<file path="src/rtl/bomatch_ram.sv">
// Generic single-write, single-read RAM with registered read data.
// No dependencies.
`timescale 1ns / 1ps

module bomatch_ram #(
    parameter int unsigned WIDTH = 48,
    parameter int unsigned DEPTH = 64
) (
    input  logic                                          clk,
    input  logic                                          we,
    input  logic [((DEPTH > 1) ? $clog2(DEPTH) : 1)-1:0]  waddr,
    input  logic [WIDTH-1:0]                              wdata,
    input  logic [((DEPTH > 1) ? $clog2(DEPTH) : 1)-1:0]  raddr,
    output logic [WIDTH-1:0]                              rdata
);
    logic [WIDTH-1:0] mem [DEPTH];
    logic [WIDTH-1:0] rdata_reg;

    always_ff @(posedge clk)
    begin
        if (we)
        begin
            mem[waddr] <= wdata;
        end
        rdata_reg <= mem[raddr];
    end

    assign rdata = rdata_reg;

endmodule

</file>
<file path="config.mk">
export PLATFORM = sky130hd
export DESIGN_NAME = bomatch_ram
export DESIGN_NICKNAME = d
export VERILOG_FILES = /design/src/rtl/bomatch_ram.sv
export SDC_FILE = /design/constraint.sdc
export NUM_CORES = 2
export LEC_CHECK = 0
export BUFFER_PORTS_ARGS = -buffer_cell sky130_fd_sc_hd__buf_4
export CAP_MARGIN = 20
export CORE_ASPECT_RATIO = 0.9
export CORE_MARGIN = 2
export CORE_UTILIZATION = 40
export CTS_BUF_LIST = sky130_fd_sc_hd__clkbuf_16
export CTS_CLUSTER_DIAMETER = 100
export CTS_CLUSTER_SIZE = 10
export DETAILED_ROUTE_END_ITERATION = 8
export GPL_TIMING_DRIVEN = 1
export PLACE_DENSITY = 0.65
export SKIP_LAST_GASP = 1
export SYNTH_ARGS = -nofsm -noshare
export SYNTH_HDL_FRONTEND = slang
export SYNTH_SLANG_ARGS = --single-unit
</file>
<file path="constraint.sdc">
create_clock -name clk -period 10.2 [get_ports clk]
set_input_delay 2.04 -clock clk [delete_from_list [all_inputs] [get_ports clk]]
set_output_delay 2.04 -clock clk [all_outputs]
set_load 0.02 [all_outputs]
</file>
**Yosys cells after proc, flatten, opt, wreduce, memory -nomap -nowiden**

Memories as Yosys holds them, arrays and structs flattened. A register that Yosys moved wholly into a read port is not among the register bits.
Index checks and enable logic that the tools add are counted.

- Register bits after elaboration: 0
- Bits in latches: 0
- Memory bits (writable): 3,072
- Memory bits (read-only): 0
- Bits of input ports: 62
- Output and inout port bits: 48
- Word-level logic and storage cells: 3
- Memories: 1

- Add/sub/neg operators: 0
- $mul: 0
- Div/mod/pow operators: 0
- $lt $le $gt $ge: 0
- Eq/ne operators: 0
- Shift-type cells: 0
- Multiplexer cells: 2
- Bitwise gates (word level): 0
- Reductions and logical operators: 0

Memories:

| memory | depth | width | read ports | clocked after memory_dff | wr ports | line | source |
|---|---|---|---|---|---|---|---|
| mem | 64 | 48 | 1 | 1 | 1 | 16 | `logic [WIDTH-1:0] mem [DEPTH];` |

Operators with widths:

| cell | number |
|---|---|
| 1-bit 2-to-1 mux | 2 |

**Depth between registers and ports, before layout**

- Depth in word-level cells: 2
- Mapped depth: 9
- Mapped depth without buffers: 5

**Worst setup path after synthesis**

Ideal clock, no wire load.

- Kind: input to register
- From: input port waddr[3] (netlist name)
- To: memory mem[48][0], enable pin
- Setup time: 0.513 ns
- Arrival time: 5.812 ns
- Required time: 9.687 ns
- Path slack: 3.875 ns
- Stages: 4
- Path buffers: 1
- Cells stage by stage: clkbuf_1 > nor2b_1 > nand4b_1 > nor3_1

RTL lines:

| element | line | source |
|---|---|---|
| start, declared | 11 | `input logic [((DEPTH > 1) ? $clog2(DEPTH) : 1)-1:0] waddr,` |
| end, declared | 16 |  |

Straight into the memory's write port.

==> metrics.md <==
| Metric | Value |
|---|---|
| Placer congestion estimate | ~0.77 |
| Router iterations before antenna repair | 7 |
| GRT busiest layer | met2 |
| Slew Viols, Final | 0 |
| Share of cells above drive strength 1 | a little over a quarter |
| Setup crit start kind | input pin |
| Mapped Avg Cell Area | 23.6 µm² |
| Largest net degree at the start of global routing | roughly 130 |
| Area fraction of the dominant cell type after synthesis | 78.8% |
| Reg clk slew, reported paths | about 0.05 ns |
| Hpwl dp | roughly 160,000 µm |
| Post-cts sizing count | 0 |
| Largest area contributor in the netlist | edfxtp_1 |
| Fin. Hold Viols | 0 |
| Setup_tns | 0 ns |
| CTS sink count | around 3,100 |
| WS Path Type | input pin to register |
| Wire per inst | 32.4 µm |
| Bufs on Longest Clock Path | 4 |
| Setup Slack @ Placement | 4.53 ns |
| Global-route track usage on met3 | 3.77% |
| Async S/R FF share, synth | 0% |
| Crit path max fanout | between 100 and 150 |
| FF+latch count, synth | ~3,100 |
| Chip Width | 574 µm |
| Max frequency | 204 MHz |
| Global Route Usage Sum | 20.3% |
| Cell Pwr Density | 199 mW/mm² |
| CORE AREA | between 0.2 and 0.3 mm² |
| Clock Skew | 0.0557 ns |
| Slew @ Worst Pin | ~1.2 ns |
| Max-Cap Viols | 0 |
| Mapped Area | 0.117 mm² |
| Row count | between 150 and 200 |
| HP Class | register to register |
| Top post-synthesis cells by area | edfxtp_1 79%, mux4_2 14%, dfxtp_1 0.82% |
| Nets | approximately 5,400 |
| Failing checks | design-rule violations |
| Port buffer count | ~110 |
| Post-synth EDFFs | approximately 3,100 |
| Initial antenna violation count | 9 |
| Die H | ~520 µm |
| Hold_buf cts | 0 |
| CTS Buf Count | 353 |
| Initial Util | about two fifths |
| Sequential area share after synthesis | around four fifths |
| Arrival @ worst endpoint | roughly 5.6 ns |
| IO Pins | 110 |
| Syn-to-layout area delta | 13.7% |
| P_leak | just over 40 nW |
| Worst-Skew Late Latency | 0.88 ns |
| Final setup violation count | 0 |
| Max reg flops | slightly above 3,000 |
| Ys Warns | 0 |
| Tmin final | just under 5 ns |
| Synth Flop Type | edfxtp_1 |
| Vias | around 57,000 |
| Crit. End Element | register |
| Drt drc | 14 |
| Die area | 0.297 mm² |
| Status | finished with violations |
| Worst slew margin | between 10% and 20% |
| Met1 Resource Use GR | approximately 29% |
| Drt total wl | between 300,000 and 400,000 µm |
| Number of DRC markers in iteration 0 | about 8,000 |
| Via density per instance | roughly 6 |
| Antenna viol nets, final | 0 |
| Filler cells | between 20,000 and 25,000 |
| Remaining Overflow, GRT | 0 |
| Root buffer cell | clkbuf_16 |
| Net Count, Synth | about 5,000 |
| GR Util met2 | between 30% and 40% |
| CTS tree | yes |
| Worst Slack Setup Final | between 5 and 6 ns |
| Setup bufs post-CTS | 0 |
| Vias in the first global route | between 50,000 and 60,000 |
| Gate Count Post-Synth | a little under 5,000 |
| H-tree depth | 5 |
| Req. time, crit path | approximately 11 ns |
| Period utilization | between 40% and 50% |
| Number of library cell types mapped by synthesis | 36 |
| Global-route wire length before repair | between 400,000 and 500,000 µm |
| Peak supply drop | 0.000162 V |
| RSZ-0062 raised after global routing | false |
[layout make-up]
type                       instances  area [µm²]  area share (%)
clock buffer                     364        9110            6.84
tap                             3895        4870            3.66
sequential                      3120       93200            70.0
antenna                            4        10.0         0.00751
timing repair buffer             267        2330            1.75
multi-input combinational       1568       22900            17.2
clock inverter                   178         736           0.552
[metrics by stage]
step | util [%] | instances | cell area, µm² | total power, mW | hold slack, ns
floorplan | - | 4970 | 117000 | 15.2 | 0.710
global placement | 42.2 | 8838 | 123000 | 15.7 | 0.784
detailed placement | 42.3 | 8844 | 123000 | 15.8 | 0.770
CTS | 45.7 | 9386 | 133000 | 26.7 | 0.783
global route | 45.7 | 9393 | 133000 | 27.3 | 0.831
finish | 45.7 | 9396 | 133000 | 26.5 | 0.780
[placed cells by master, fill, tap and decap left out, drive strengths merged, types with 4 or more instances in the layout]
| cell | netlist | routed |
|---|---|---|
| mux4 | 754 | 754 |
| nand2 | 55 | 55 |
| a221oi | 83 | 83 |
| or3b | 4 | 4 |
| dfxtp | 48 | 48 |
| clkbuf | 99 | 364 |
| nor2 | 132 | 132 |
| buf | 183 | 267 |
| mux2 | 12 | 12 |
| nand3b | 5 | 5 |
| nand3 | 7 | 7 |
| a311oi | 11 | 11 |
| edfxtp | 3072 | 3072 |
| o221ai | 28 | 28 |
| mux2i | 63 | 63 |
| nand2b | 10 | 10 |
| a211oi | 32 | 32 |
| nor2b | 24 | 24 |
| diode | 0 | 4 |
| a21oi | 74 | 74 |
| o22ai | 122 | 122 |
| a22oi | 72 | 72 |
| inv | 0 | 175 |
| a22o | 57 | 57 |
| a31o | 5 | 5 |
[final timing paths]
check | endpoint | start | depth (start not counted) | slack [ns]
setup / recovery | rdata[29] | raddr[1] | 7 | 5.30
hold / removal | rdata[33] | mem[58][33] | 4 | 0.78
setup reg to reg | rdata[29] | mem[27][29] | 4 | 7.84
hold reg to reg | rdata[33] | mem[58][33] | 4 | 0.78
[power by group]
group | internal [mW] | switching [mW]
registers | 14.2 | 0.0640
logic | 0.456 | 0.782
clock network | 6.33 | 4.68
total | 21.0 | 5.53
[cells by family after synthesis]
logic type      synth area share (%)
simple gates                   0.957
mux                             15.2
compound gates                  3.02
flops                           79.6
buf+inv                         1.28
[synth_stat cells, drive strengths merged (2+ instances only)]
| cell | number |
|---|---|
| a31o | 5 |
| mux4 | 754 |
| nand2 | 55 |
| or2 | 3 |
| a22o | 57 |
| nand3b | 5 |
| edfxtp | 3072 |
| mux2i | 63 |
| o22ai | 122 |
| a221oi | 83 |
| clkbuf | 99 |
| buf | 183 |
| nand4 | 2 |
| nor3 | 3 |
| nand3 | 7 |
| or3b | 4 |
| nor2 | 132 |
| a311oi | 11 |
| o221ai | 28 |
| dfxtp | 48 |
| mux2 | 12 |
| nor2b | 24 |
| and2 | 3 |
| nand2b | 10 |
| a211oi | 32 |
| a21oi | 74 |
| or3 | 3 |
| a22oi | 72 |
[worst max-delay path, cell delays in order]
cell and delay (ns):
buf_8 0.37, buf_4 0.58, buf_12 0.57, mux4_2 0.42, a22o_1 0.25, a221oi_1 0.87, a221oi_1 0.18
[per-layer routing]
metal  wire (µm)  up-vias
met5          26        -
met4        8630        4
met3       29600      493
met2      144000     3008
met1      122000    30900
li1            -    22200
No activity file was read; power rests on OpenSTA's default activity.
