$ cat src/rtl/bomatch_pkg.sv
// Shared types and constants for the box overlap match scorer.
// No dependencies.
`timescale 1ns / 1ps

package bomatch_pkg;

    localparam int unsigned COORD_W     = 12;
    localparam int unsigned AREA_W      = 2 * COORD_W;   // intersection or one area
    localparam int unsigned UNION_W     = AREA_W + 1;
    localparam int unsigned Q16_W       = 17;            // 0 .. 65536
    localparam int unsigned SUM_W       = 40;
    localparam int unsigned BOX_W       = 4 * COORD_W;
    localparam int unsigned MAX_TRUTH_BOXES = 64;

    localparam logic [Q16_W-1:0] Q16_ONE = Q16_W'(65536);
    localparam logic [SUM_W-1:0] SUM_MAX = {SUM_W{1'b1}};

    typedef enum logic [1:0] {
        ACT_START = 2'd0,
        ACT_ADD   = 2'd1,
        ACT_SCORE = 2'd2,
        ACT_NONE  = 2'd3
    } action_t;

    typedef struct packed {
        logic [COORD_W-1:0] h;
        logic [COORD_W-1:0] w;
        logic [COORD_W-1:0] y;
        logic [COORD_W-1:0] x;
    } box_t;

endpackage

$ cat src/rtl/bomatch_div.sv
// Restoring divider: floor(inter * 65536 / union), one quotient bit a cycle.
// Depends on bomatch_pkg.
`timescale 1ns / 1ps

module bomatch_div (
    input  logic                              clk,
    input  logic                              rst_n,
    input  logic                              start,
    input  logic [bomatch_pkg::AREA_W-1:0]    inter,
    input  logic [bomatch_pkg::UNION_W-1:0]   uni,
    output logic                              done,
    output logic [bomatch_pkg::Q16_W-1:0]     quotient
);
    localparam int unsigned QW = bomatch_pkg::Q16_W;
    localparam int unsigned RW = bomatch_pkg::UNION_W + QW - 1;
    localparam int unsigned SW = $clog2(QW + 1);

    logic [RW-1:0] rem_reg, dv_reg;
    logic [QW-1:0] q_reg;
    logic [SW-1:0] step_reg;
    logic          done_reg;
    logic          ge;

    assign ge = (rem_reg >= dv_reg);

    always_ff @(posedge clk or negedge rst_n)
    begin
        if (!rst_n)
        begin
            step_reg <= '0;
            done_reg <= 1'b0;
        end
        else
        begin
            done_reg <= 1'b0;
            if (start)
            begin
                step_reg <= SW'(QW);
            end
            else if (step_reg != '0)
            begin
                step_reg <= step_reg - SW'(1);
                done_reg <= (step_reg == SW'(1));
            end
        end
    end

    always_ff @(posedge clk)
    begin
        if (start)
        begin
            rem_reg <= {1'b0, inter, {(QW-1){1'b0}}};
            dv_reg  <= {uni, {(QW-1){1'b0}}};
            q_reg   <= '0;
        end
        else if (step_reg != '0)
        begin
            if (ge)
            begin
                rem_reg <= rem_reg - dv_reg;
            end
            q_reg  <= {q_reg[QW-2:0], ge};
            dv_reg <= dv_reg >> 1;
        end
    end

    assign done     = done_reg;
    assign quotient = q_reg;

endmodule

$ cat config.mk
export PLATFORM = sky130hd
export DESIGN_NAME = bomatch_div
export DESIGN_NICKNAME = d
export VERILOG_FILES = /design/src/rtl/bomatch_pkg.sv /design/src/rtl/bomatch_div.sv
export SDC_FILE = /design/constraint.sdc
export NUM_CORES = 1
export LEC_CHECK = 0
export BUFFER_PORTS_ARGS = -buffer_cell sky130_fd_sc_hd__buf_2
export CAP_MARGIN = 20
export CORE_ASPECT_RATIO = 0.7
export CORE_MARGIN = 4
export CORE_UTILIZATION = 60
export DETAILED_ROUTE_END_ITERATION = 8
export GPL_ROUTABILITY_DRIVEN = 0
export GPL_TIMING_DRIVEN = 0
export PLACE_DENSITY = 0.86
export SYNTH_ARGS = -nofsm -noshare
export SYNTH_HDL_FRONTEND = slang
export SYNTH_SLANG_ARGS = --single-unit
$ cat constraint.sdc
create_clock -name clk -period 4.3 [get_ports clk]
set_input_delay 0.43 -clock clk [delete_from_list [all_inputs] [get_ports clk]]
set_output_delay 0.43 -clock clk [all_outputs]
set_load 0.05 [all_outputs]
* Word-level counts from Yosys, hierarchy flattened
Index checks and enable logic that the tools add are counted.
** Cells by class
- $add $sub $neg :: 2
- $lt $le $gt $ge :: 1
- Equality and inequality tests :: 1
- Muxes and demuxes :: 9
- Reductions and logical operators :: 5
** Operators by type and width (number)
- 40-bit two-way mux :: 3
- 41-bit two-way mux :: 2
- 41-bit greater-or-equal comparator :: 1
- 41-bit subtractor :: 1
- 5-bit two-way mux :: 2
- 5-bit by 1-bit equality test with 1-bit output (second input constant) :: 1
- 5-bit nonzero test :: 1
- 5-bit by 1-bit subtractor with 5-bit output (second input constant) :: 1
- 2-bit AND reduction :: 2
- 2-bit nonzero test :: 2
- 1-bit two-way mux :: 2
** Word-level totals
- Bits in registers :: 105
- Input bits :: 52
- Output and inout bits :: 18
- Word-level logic and storage cells :: 25

* Depth between registers and ports, before layout
- Depth in word-level cells :: 4
- Mapped depth :: 14
- Depth with buffers taken out :: 12

* Least setup slack after synthesis
Ideal clock, no wire load.
- Kind :: flip-flop to flip-flop
- Start point :: reg rem_reg[20]
- End point :: reg rem_reg[16] (enable)
- Setup time :: 0.385 ns
- Arrival :: 2.837 ns
- Data required time :: 3.915 ns
- Slack :: 1.078 ns
- Cell stages (with the launch flop) :: 11
- Path buffers :: 2
- Clock period less this slack :: 3.222 ns
- Path through :: edfxtp_1 ha_1 buf_2 and3_4 nand4_4 or3_4 o31ai_4 a2111oi_4 or2_1 buf_6 nand2b_1
** On the way
- Cells in the longest elaborated chain, start to end :: 3
** RTL lines
- start: declaration :: line bomatch_div.sv:18 : logic [RW-1:0] rem_reg, dv_reg;
- start signal: assignment :: line bomatch_div.sv:52 : rem_reg <= {1'b0, inter, {(QW-1){1'b0}}};
- start signal: assignment :: line bomatch_div.sv:60 : rem_reg <= rem_reg - dv_reg;
- 41-bit greater-or-equal comparator :: line bomatch_div.sv:24 : assign ge = (rem_reg >= dv_reg);
- 2-bit nonzero test (no source line)
- 2-bit AND reduction (no source line)
Every way passes these cells.
A chain may end at the register's enable or synchronous reset.

* Worst setup path after layout
- Start point :: reg dv_reg[20]
- End point :: reg rem_reg[27] (enable)
** On the way
- Cells in the longest elaborated chain, start to end :: 3
** RTL lines
- start: declaration :: line bomatch_div.sv:18
- start signal: assignment :: line bomatch_div.sv:53 : dv_reg <= {uni, {(QW-1){1'b0}}};
- start signal: assignment :: line bomatch_div.sv:63 : dv_reg <= dv_reg >> 1;
- 41-bit greater-or-equal comparator :: line bomatch_div.sv:24
- 2-bit nonzero test (no source line)
- 2-bit AND reduction (no source line)
Every way passes these cells.

==> impl_metrics.tcl <==
set metrics [dict create \
    cts.sinks 105 \
    drc 0 \
    p_per_area_nw_per_um2 706.6 \
    synth_cell_types 60 \
    syn_avg_cell_area_um2 8.786 \
    async_reset_ff_share_pct 5.714 \
    fmax_ghz 0.2716 \
    nNetsFinal 936 \
    netlist_instances 757 \
    clockBufferDepth 2 \
    finClkSkew_ns 0.01201 \
    fin_setup_tns_ns 0 \
    synth_common_cells "nand2_1 (122), a21oi_1 (73), nor2_1 (62), inv_1 (56), dfxtp_1 (50)" \
    first_pass_iters 6 \
    fp.dieH_um 96.09 \
    core_area_um2 10590 \
    status "completed" \
    met3_usage_pct 7.001 \
    hold_viol 0 \
    rows 31 \
    vias 5904 \
    reg2reg_slack_ns 0.62 \
    yosys.area.top_type_share_pct 22.12 \
    ys_ff_latch 105 \
    hp-class "primary input to flop" \
    synth_largest_area_cell "edfxtp_1" \
    cts.reportedPaths.clkPinSlew_ns 0.07 \
    die_x_um 133.8 \
    hold_depth 3 \
    drive_gt1_share_pct 13.85 \
    viasPerCell 5.946 \
    grt_max_degree 26 \
    grt_antenna_before_repair 0 \
    max-vdd-ir-drop_v 0.0003721 \
    grt_pass1_wl_mm 27.08 \
    area_delta_synth_final_pct 13.43 \
    yosys-top-cells-area "edfxtp_1 (22%), dfxtp_1 (15%), ha_1 (8.1%), nand2_1 (6.9%), a21oi_1 (5.5%)" \
    rr_worst_depth 13 \
    fin_crit_sh_pct 85.63 \
    syn_area_um2 6651 \
    cts_setup_buffers 0 \
    maxCapViolCount 0 \
    fp.dieArea_um2 12860 \
    hold_ws_ns 0.3477 \
    grt_pass1_vias 5595 \
    min_period_ns 3.682 \
    switching_share_pct 44.81 \
    path_max_fanout 13 \
    busiest_layer "met2" \
    insertion_delay_ns 0.36 \
    seqPwrFrac_pct 26.3 \
    startpoint "dv_reg[20]$_DFFE_PP_" \
    slew_headroom_pct 29.70 \
    grt.overflow.total 0 \
    grt_use_met1_pct 35.35 \
    cts_tree "done" \
    tightestPinTransition_ns 1.046 \
    r2r-start "dv_reg[20]$_DFFE_PP_" \
    yosysWarnings 0 \
    drv_slew 0 \
    setup.worst_path.end_class "flop" \
    finalSetupViolCount 0 \
    intPower_uw 2942 \
    dr.first_iter.drc_count 542 \
    start_util_pct 62.81 \
    antenna_left 0 \
    critPathCapture "rem_reg[27]$_DFFE_PP_" \
    grt_usage_pct 26.57 \
    combinationalPowerShare_pct 57.3 \
    diodes 0 \
    r2r_end "rem_reg[27]$_DFFE_PP_" \
    htreeDepth 3 \
    grt.met2_usage_pct 42.69 \
    synthFlopType "dfxtp_1" \
    clkPwrFrac_pct 16.4 \
    critPathLaunchType "flop" \
    wire_per_inst_um 17.00 \
    synthMostInstantiatedCell "nand2_1" \
    rsz0062_at_grt "no" \
    critPathKind "flop to flop" \
    yosysSeqAreaShare_pct 39.43 \
    switchingPower_uw 2389 \
    synth_fp_nets 853 \
    io_pins 70 \
    cts_buffers 9 \
    leakagePower_uw 0.003250 \
    portBuffers 69 \
    cts_root_buf "clkbuf_16" \
    synth_edf_count 49 \
    required_ns 4.42 \
    wirelength_mm 16.88 \
    dp_hpwl_mm 12.43 \
    crit_arrival_ns 3.81 \
]
## worst max-delay path: stages, from the launching register on
cell	delay [ns]
edfxtp_1	0.40
inv_1	0.08
ha_1	0.23
buf_2	0.18
a21oi_1	0.17
o21ai_1	0.12
o31ai_2	0.24
o21ai_1	0.17
o2bb2ai_1	0.23
a2111oi_4	0.55
or2_1	0.19
buf_6	0.13
nand2b_1	0.40
buf_8	0.33
## logic make-up (layout without fill, tap and decap cells)
| logic type | count (synthesis) | in the layout | share of synthesized area, % |
|---|---|---|---|
| AOI/OAI and AO/OA | 191 | 191 | 18.76 |
| and+or+nand+nor | 253 | 253 | 17.36 |
| xor gates and xnor gates | 37 | 37 | 4.872 |
| muxes | 37 | 37 | 5.587 |
| buffers and inverters | 90 | 178 | 5.606 |
| adders and majority gates | 44 | 44 | 8.390 |
| DFF | 105 | 105 | 39.43 |
## placed cells by master (no fill, tap or decap), types with 7 or more instances in the layout
master,instances
o31ai_2,9
xnor2_1,19
nand2b_1,11
nand4_1,8
edfxtp_1,49
xor2_1,18
nor3_1,9
nand3_1,9
clkbuf_1,22
o21bai_1,9
a21o_1,19
o21ai_0,21
ha_1,43
clkbuf_16,9
mux2i_1,36
a21oi_1,73
buf_2,73
dfxtp_1,50
a31oi_1,7
nor2_1,62
inv_1,56
o21ai_1,16
nand2_1,122
## what timing repair did
action                                 in CTS  in global routing
endpoints found under the hold margin       6                  0
hold buffers                                1                  0
gates resized for setup                     0                  0
## power groups by stage
| stage | Sequential (uW) | Clock (uW) | Combinational [uW] |
|---|---|---|---|
| after CTS | 1400 | 874 | 2970 |
| after global routing | 1420 | 923 | 3300 |
| after floorplan | 1420 | 0 | 2250 |
| after global placement | 1410 | 0 | 2780 |
| final | 1400 | 875 | 3050 |
| after detailed placement | 1420 | 0 | 2910 |
## metal layers
layer	wire (um)	part of all wire, %
met5	0	0
met4	374	2.2
met3	1557	9.2
met2	7469	44
met1	7477	44
## per-stage QoR
step                instances  util [%]  area [um^2]  total power [uW]  setup slack [ns]
detailed placement        975     67.97         7197              4322            0.7560
floorplan                 757         -         6651              3674             1.078
global route              993     71.25         7545              5639            0.4420
CTS                       992     70.99         7517              5238            0.6678
global placement          974     67.82         7182              4190            0.5879
finish                    993     71.25         7545              5331            0.6179
## final cells by class
class                      count  area (um^2)
clock inverter                 6        71.32
fill                         797         3044
inverter                      56        210.2
buffer                        34        162.7
sequential                   105         2623
timing repair buffer          72        397.9
clock buffer                  10        239.0
multi-input combinational    562         3656
tap                          148        185.2
## worst min path at each step
stage	start	endpoint	slack (ns)
after global routing	inter[2]	rem_reg[18]$_DFFE_PP_	0.35
after global placement	rst_n	done$_DFF_PN0_	0.25
after CTS	inter[4]	rem_reg[20]$_DFFE_PP_	0.35
final	inter[18]	rem_reg[34]$_DFFE_PP_	0.35
after floorplan	rst_n	done$_DFF_PN0_	0.13
after detailed placement	rst_n	done$_DFF_PN0_	0.26
No activity file was read; power rests on OpenSTA's default activity.
