<file path="config.mk">
export PLATFORM = sky130hd
export DESIGN_NAME = bomatch_iou
export DESIGN_NICKNAME = d
export VERILOG_FILES = /design/src/rtl/bomatch_pkg.sv /design/src/rtl/bomatch_iou.sv
export SDC_FILE = /design/constraint.sdc
export NUM_CORES = 2
export LEC_CHECK = 0
export BUFFER_PORTS_ARGS = -buffer_cell sky130_fd_sc_hd__buf_2
export CAP_MARGIN = 20
export CORE_MARGIN = 5
export CORE_UTILIZATION = 55
export CTS_CLUSTER_DIAMETER = 80
export DETAILED_ROUTE_END_ITERATION = 10
export PLACE_DENSITY = 0.73
export SETUP_SLACK_MARGIN = 0.1
export SKIP_CTS_REPAIR_TIMING = 1
export SLEW_MARGIN = 15
export SYNTH_ARGS = -nofsm -noshare
export SYNTH_HDL_FRONTEND = slang
export SYNTH_SLANG_ARGS = --single-unit
</file>
<file path="constraint.sdc">
create_clock -name clk -period 19.8 [get_ports clk]
set_clock_uncertainty 0.2 [all_clocks]
set_input_delay 3.96 -clock clk [delete_from_list [all_inputs] [get_ports clk]]
set_output_delay 3.96 -clock clk [all_outputs]
set_load 0.02 [all_outputs]
</file>
<file path="src/rtl/bomatch_pkg.sv">
// Shared types and constants for the box overlap match scorer.
// No dependencies.
`timescale 1ns / 1ps

package bomatch_pkg;

    localparam int unsigned COORD_W     = 12;
    localparam int unsigned AREA_W      = 2 * COORD_W;   // intersection or one area
    localparam int unsigned UNION_W     = AREA_W + 1;
    localparam int unsigned Q16_W       = 17;            // 0 .. 65536
    localparam int unsigned SUM_W       = 40;
    localparam int unsigned BOX_W       = 4 * COORD_W;
    localparam int unsigned MAX_TRUTH_BOXES = 64;

    localparam logic [Q16_W-1:0] Q16_ONE = Q16_W'(65536);
    localparam logic [SUM_W-1:0] SUM_MAX = {SUM_W{1'b1}};

    typedef enum logic [1:0] {
        ACT_START = 2'd0,
        ACT_ADD   = 2'd1,
        ACT_SCORE = 2'd2,
        ACT_NONE  = 2'd3
    } action_t;

    typedef struct packed {
        logic [COORD_W-1:0] h;
        logic [COORD_W-1:0] w;
        logic [COORD_W-1:0] y;
        logic [COORD_W-1:0] x;
    } box_t;

endpackage

</file>
<file path="src/rtl/bomatch_iou.sv">
// Overlap pipeline: one stored box per cycle, keeps the best intersection/union
// pair by cross-multiplied comparison. Depends on bomatch_pkg.
`timescale 1ns / 1ps

module bomatch_iou (
    input  logic                              clk,
    input  logic                              rst_n,
    input  logic                              clear,
    input  bomatch_pkg::box_t                 det,
    input  logic                              rd_valid,
    input  bomatch_pkg::box_t                 truth,
    output logic                              busy,
    output logic [bomatch_pkg::AREA_W-1:0]    best_inter,
    output logic [bomatch_pkg::UNION_W-1:0]   best_union
);
    localparam int unsigned CW = bomatch_pkg::COORD_W;
    localparam int unsigned AW = bomatch_pkg::AREA_W;
    localparam int unsigned UW = bomatch_pkg::UNION_W;

    logic          v1_reg, v2_reg, v3_reg;
    logic [CW-1:0] ix_reg, iy_reg, gw_reg, gh_reg;
    logic [AW-1:0] inter2_reg, garea_reg, darea_reg;
    logic [AW-1:0] inter3_reg;
    logic [UW-1:0] union3_reg;
    logic [AW-1:0] best_inter_reg;
    logic [UW-1:0] best_union_reg;

    logic [CW:0]   x_lo, x_hi, y_lo, y_hi, de_x, ge_x, de_y, ge_y;
    logic [CW-1:0] ix, iy;
    logic [AW+UW-1:0] lhs, rhs;

    always_comb
    begin
        x_lo = (det.x > truth.x) ? {1'b0, det.x} : {1'b0, truth.x};
        y_lo = (det.y > truth.y) ? {1'b0, det.y} : {1'b0, truth.y};
        de_x = {1'b0, det.x} + {1'b0, det.w};
        ge_x = {1'b0, truth.x} + {1'b0, truth.w};
        de_y = {1'b0, det.y} + {1'b0, det.h};
        ge_y = {1'b0, truth.y} + {1'b0, truth.h};
        x_hi = (de_x < ge_x) ? de_x : ge_x;
        y_hi = (de_y < ge_y) ? de_y : ge_y;
        // overlap never exceeds the shorter side, so it fits the coordinate width
        ix   = (x_hi > x_lo) ? CW'(x_hi - x_lo) : '0;
        iy   = (y_hi > y_lo) ? CW'(y_hi - y_lo) : '0;
    end

    // candidate beats best when inter/union > best_inter/best_union
    assign lhs = inter3_reg * best_union_reg;
    assign rhs = best_inter_reg * union3_reg;

    always_ff @(posedge clk or negedge rst_n)
    begin
        if (!rst_n)
        begin
            v1_reg         <= 1'b0;
            v2_reg         <= 1'b0;
            v3_reg         <= 1'b0;
            best_inter_reg <= '0;
            best_union_reg <= UW'(1);
        end
        else
        begin
            v1_reg <= rd_valid;
            v2_reg <= v1_reg;
            v3_reg <= v2_reg;
            if (clear)
            begin
                best_inter_reg <= '0;
                best_union_reg <= UW'(1);
            end
            else if (v3_reg && (lhs > rhs))
            begin
                best_inter_reg <= inter3_reg;
                best_union_reg <= union3_reg;
            end
        end
    end

    always_ff @(posedge clk)
    begin
        ix_reg     <= ix;
        iy_reg     <= iy;
        gw_reg     <= truth.w;
        gh_reg     <= truth.h;
        inter2_reg <= ix_reg * iy_reg;
        garea_reg  <= gw_reg * gh_reg;
        darea_reg  <= det.w * det.h;
        inter3_reg <= inter2_reg;
        union3_reg <= {1'b0, darea_reg} + {1'b0, garea_reg} - {1'b0, inter2_reg};
    end

    assign busy       = rd_valid | v1_reg | v2_reg | v3_reg;
    assign best_inter = best_inter_reg;
    assign best_union = best_union_reg;

endmodule

</file>
Word-level counts from Yosys, hierarchy flattened
Index checks and enable logic that the tools add are counted.

Register bits after elaboration: 221. Word-level logic and storage cells: 47. Output and inout port bits: 50. Input bits: 100.

Muxes and demuxes: 8. Bitwise gates (word level): 3. Reductions and logical operators: 2. Add/subtract/negate cells: 8. $lt $le $gt $ge: 7. Multiply operators: 5.

Operators with widths (count): $mul A24 B25 Y49 (2); $mul A12 B12 Y24 (3); $add A12 B12 Y13 (4); $mux W25 (2); $gt A49 B49 Y1 (1); $mux W24 (2); $gt A13 B12 Y1 (2); $lt A13 B13 Y1 (2); $mux W13 (2); $add A24 B24 Y25 (1); $sub A25 B24 Y25 (1); $gt A12 B12 Y1 (2); $mux W12 (2); $sub A12 B12 Y12 (2); $or A1 B1 Y1 (3); $reduce_bool A2 Y1 (1); $logic_and A1 B1 Y1 (1).

Logic depth before layout (Yosys ltp)
Depth in word-level cells: 5. Depth in mapped cells: 37. Depth with buffers taken out: 34.

Least setup slack after synthesis
No wires, ideal clock.

Path type: input to register. From: input port truth[12] in the netlist's numbering. To: register iy_reg[8]. Path buffers: 2. Data arrival time: 9745 ps. Data required time: 19468 ps. Library setup time: 132 ps. Stages on the path: 28. Slack: 9724 ps. Path through: ha_1 fa_1 a21o_1 a21oi_1 o21bai_1 a21oi_1 xor2_1 ha_1 a21o_1 a21o_1 a21o_1 a21o_1 a211o_1 a221oi_1 clkbuf_1 nand2_1 o21ai_0 ha_1 nor2b_1 o21ai_0 a21oi_1 o21ai_0 a21oi_1 a2111oi_0 o21bai_1 a211oi_1 clkbuf_1 nor3_1.

Word-level cells in the longest chain between the ends: 4. Elaborated cells on any way between the ends: 7. Those cells by class: add/sub (2); order compare (3); mux (2).

RTL lines: start, declared (RTL line bomatch_iou.sv:11) `input bomatch_pkg::box_t truth,`; $add A12 B12 Y13 (RTL line bomatch_iou.sv:39) `ge_y = {1'b0, truth.y} + {1'b0, truth.h};`; $lt A13 B13 Y1 (RTL line bomatch_iou.sv:41) `y_hi = (de_y < ge_y) ? de_y : ge_y;`; $mux W13 (RTL line bomatch_iou.sv:41); $sub A12 B12 Y12 / $gt A13 B12 Y1 (equally long branches) (RTL line bomatch_iou.sv:44) `iy = (y_hi > y_lo) ? CW'(y_hi - y_lo) : '0;`; end signal, assigned (RTL line bomatch_iou.sv:82) `iy_reg <= iy;`; end, declared (RTL line bomatch_iou.sv:21) `logic [CW-1:0] ix_reg, iy_reg, gw_reg, gh_reg;`.

Several ways; a longest one is shown, not always the timed one. A chain may end at the register's enable or synchronous reset.

Final worst setup path
From: register best_inter_reg[6], in the netlist best_inter[6]. To: register best_inter_reg[2], in the netlist best_inter[2].

Word-level cells in the longest chain between the ends: 4.

RTL lines: start, declared (RTL line bomatch_iou.sv:25) `logic [AW-1:0] best_inter_reg;`; start signal, assigned (RTL line bomatch_iou.sv:73) `best_inter_reg <= inter3_reg;`; $mul A24 B25 Y49 (RTL line bomatch_iou.sv:49) `assign rhs = best_inter_reg * union3_reg;`; $gt A49 B49 Y1 (RTL line bomatch_iou.sv:71) `else if (v3_reg && (lhs > rhs))`; $logic_and A1 B1 Y1 (RTL line bomatch_iou.sv:71); $reduce_bool A2 Y1 (no line).

No other way between the ends.

==> metrics.log <==
[metrics] post-CTS clock slew at the launch and capture registers of the worst setup and hold paths: 0.06 ns
[metrics] CP Capture Type: flop
[metrics] Total Routed Length: 173 mm
[metrics] total nets after synthesis: 9596
[metrics] Core Footprint: 0.119 sq mm
[metrics] starting density of the core: 55.1%
[metrics] global-route usage over all layers: 27.9%
[metrics] number of levels in the clock H-tree: 1
[metrics] synthesized instance count: 7428
[metrics] required time of the critical path: 20.01 ns
[metrics] TritonCTS clock tree: done
[metrics] Mean Syn Cell Area: 8.86 sq um
[metrics] Max Fclk: 91.8 MHz
[metrics] max-capacitance violation count: 0
[metrics] cell at the root of the clock tree: sky130_fd_sc_hd__clkbuf_16
[metrics] worst max-slew margin expressed relative to the limit: 20.8%
[metrics] ys async rst share: 23.5%
[metrics] gpl congestion: 0.969
[metrics] part of the Yosys area used for sequential elements: 7.12%
[metrics] cell repeated most along the worst path: sky130_fd_sc_hd__fa_1
[metrics] Clock Sinks: 221
[metrics] run status: complete, no violations
[metrics] number of warning messages in the yosys log: 0
[metrics] clock latency of the later-clocked register in the worst-skew pair: 0.59 ns
[metrics] setup total negative slack: 0 ns
[metrics] proportion of netlist area held by the largest area contributor: 40.7%
[metrics] Die Outline Area: 0.127 sq mm
[metrics] biggest area contributors in the synthesized netlist: sky130_fd_sc_hd__fa_1 41%, sky130_fd_sc_hd__ha_1 14%, sky130_fd_sc_hd__inv_1 9.3%
[metrics] first-pass GRT wire length: 282 mm
[metrics] pin count of the biggest net entering global routing: 53
[metrics] Nets: 9553
[metrics] Tmin final: 10.89 ns
[metrics] final setup violating endpoints: 0
[metrics] number of global-route vias before repair: 53057
[metrics] register bit total from synthesis: 221
[metrics] DR vias: 49663
[metrics] critical-path maximum fanout: 28
[metrics] PortBufs: 149
[metrics] post-detailed-route wirelength per cell: 19.2 microns
[metrics] area of the mapped netlist: 0.0658 sq mm
[metrics] detailed-routing iteration count for the pre-antenna-repair pass: 5
[metrics] number of top-level design ports: 150
[metrics] cell with the biggest individual delay on the critical path: sky130_fd_sc_hd__dfrtp_1
[metrics] post-DP HPWL: 137 mm
[metrics] ys flop type: sky130_fd_sc_hd__dfxtp_1
[metrics] Startpoint Class: flop
[metrics] number of hold violations in the final report: 0
[metrics] count of flip-flops with a built-in enable after synthesis: 0
[metrics] count of antenna-violating nets left after detailed routing: 0
[metrics] DIE HEIGHT: 356 microns
[metrics] Longest Clk Path Bufs: 3
[metrics] delay of the slowest cell on the worst path: 1.13 ns
[metrics] max-slew violation count: 0
[metrics] RSZ-0062 raised after global routing: false
[metrics] GRT overflow: 0
[metrics] number of different library cells in the post-synthesis netlist: 76
[metrics] average vias per placed instance: 5.50
[metrics] total number of placement rows: 127
[metrics] total clock buffers created by CTS: 29
[metrics] Min-Delay Path Class: reg2reg
[metrics] antenna violations before repair: 12
[metrics] share of final-layout standard cells stronger than drive strength 1: 4.52%
[metrics] first-iteration detailed-routing DRC count: 3056
[metrics] final worst-path cycle share: 55.0%
[metrics] type of the setup path with the least slack: reg2reg
[metrics] area added between synthesis and finish: 5.07%
[metrics] final routed DRC violation total: 0
[metrics] Worst Tran Pin Value: 1.19 ns
[metrics] Yosys top cell by area: sky130_fd_sc_hd__fa_1
[metrics] critical path arrival: 11.10 ns
[metrics] overall die width: 356 microns
==> synthesized netlist by cell type (8+ instances only) <==
library cell,instances
sky130_fd_sc_hd__o31ai_1,9
sky130_fd_sc_hd__o211ai_1,17
sky130_fd_sc_hd__inv_1,1629
sky130_fd_sc_hd__nor3_1,45
sky130_fd_sc_hd__or3_1,12
sky130_fd_sc_hd__xor2_1,68
sky130_fd_sc_hd__o21a_1,28
sky130_fd_sc_hd__or2_2,9
sky130_fd_sc_hd__xnor2_1,145
sky130_fd_sc_hd__o31a_1,8
sky130_fd_sc_hd__nor4_1,8
sky130_fd_sc_hd__clkbuf_1,316
sky130_fd_sc_hd__a2111oi_0,9
sky130_fd_sc_hd__and2_1,745
sky130_fd_sc_hd__dfxtp_1,169
sky130_fd_sc_hd__and3_1,19
sky130_fd_sc_hd__nand3_1,50
sky130_fd_sc_hd__nand2b_1,33
sky130_fd_sc_hd__fa_1,1338
sky130_fd_sc_hd__o21ai_1,10
sky130_fd_sc_hd__a211oi_1,25
sky130_fd_sc_hd__mux2i_1,74
sky130_fd_sc_hd__dfrtp_1,51
sky130_fd_sc_hd__nor2_1,179
sky130_fd_sc_hd__ha_1,730
sky130_fd_sc_hd__a31oi_1,11
sky130_fd_sc_hd__a21o_1,133
sky130_fd_sc_hd__a21oi_1,199
sky130_fd_sc_hd__nor2b_1,33
sky130_fd_sc_hd__o21bai_1,37
sky130_fd_sc_hd__nand4_1,39
sky130_fd_sc_hd__o21ai_0,125
sky130_fd_sc_hd__nand2_1,1025
==> per-stage QoR <==
stage	worst slack, ns	hold slack (ns)	instances	cell area (sq um)	util (%)
2_1_floorplan	9.72	0.131	7428	65800	-
3_3_place_gp	8.58	0.159	8965	68100	57.1
3_5_place_dp	8.97	0.162	8965	68100	57.1
4_1_cts	9.01	0.171	9019	69100	57.9
5_1_grt	8.34	0.186	9021	69100	57.9
6_report	8.91	0.172	9024	69100	57.9
==> critical path: cells and delay by family, from the launching register on <==
kind	cells	cell delay, ns
AOI/OAI and AO/OA	8	2.85
xor gates and xnor gates	1	0.11
adders and majority gates	9	4.10
buffers and inverters	5	0.76
DFF	1	1.13
muxes	1	0.30
and+or+nand+nor	8	1.25
==> metal layers <==
layer | GRT usage (%) | routed length [microns]
met5 | 0 | 26
met4 | 11.3 | 8650
met3 | 2.96 | 11100
met2 | 48.2 | 84100
met1 | 35.9 | 69000
==> cells in the final DEF, fill, tap and decap left out, drive strengths merged, types with 74 or more instances in the layout <==
cell,Yosys,layout
ha,730,730
mux2i,74,74
a21oi,201,201
a21o,135,135
nor2,179,179
nand2,1025,1025
inv,1629,1636
buf,6,248
xnor2,145,145
dfxtp,169,169
and2,745,745
o21ai,135,135
fa,1338,1338
==> worst paths after layout <==
| check | start | to | slack [ns] | cells after the start |
|---|---|---|---|---|
| worst max register to register | best_inter[6] | best_inter[2] | 8.91 | 32 |
| min in group asynchronous | rst_n | best_union[10] | 3.34 | 2 |
| worst max-delay path | best_inter[6] | best_inter[2] | 8.91 | 32 |
| worst min-delay path | v2_reg | v3_reg | 0.17 | 0 |
| max in group asynchronous | rst_n | v1_reg | 15.59 | 2 |
| worst min register to register | v2_reg | v3_reg | 0.17 | 0 |
==> cell families (layout without fill, tap and decap cells) <==
logic type	count (synthesis)	in the layout	share of synthesized area, %
and+or+nand+nor	2208	2208	16.3
adders and majority gates	2068	2068	54.6
buffers and inverters	1951	1931	11.2
AOI/OAI and AO/OA	690	690	6.85
DFF	221	221	7.12
xor gates and xnor gates	213	213	2.84
muxes	77	77	1.18
other	0	4	0
==> area by class of cell <==
cell class / count / area [sq um]
diodes: 4 / 10.0
clock buffers: 37 / 806
clock inverters: 17 / 210
fillers: 10461 / 50200
inverters: 1629 / 6110
multi-input cells: 5256 / 53800
flip-flops and latches: 221 / 4690
well taps: 1612 / 2020
repair buffers: 248 / 1500
Power is not shown: default switching activity piles up to over one toggle a cycle in this logic, so the estimate is an artifact.
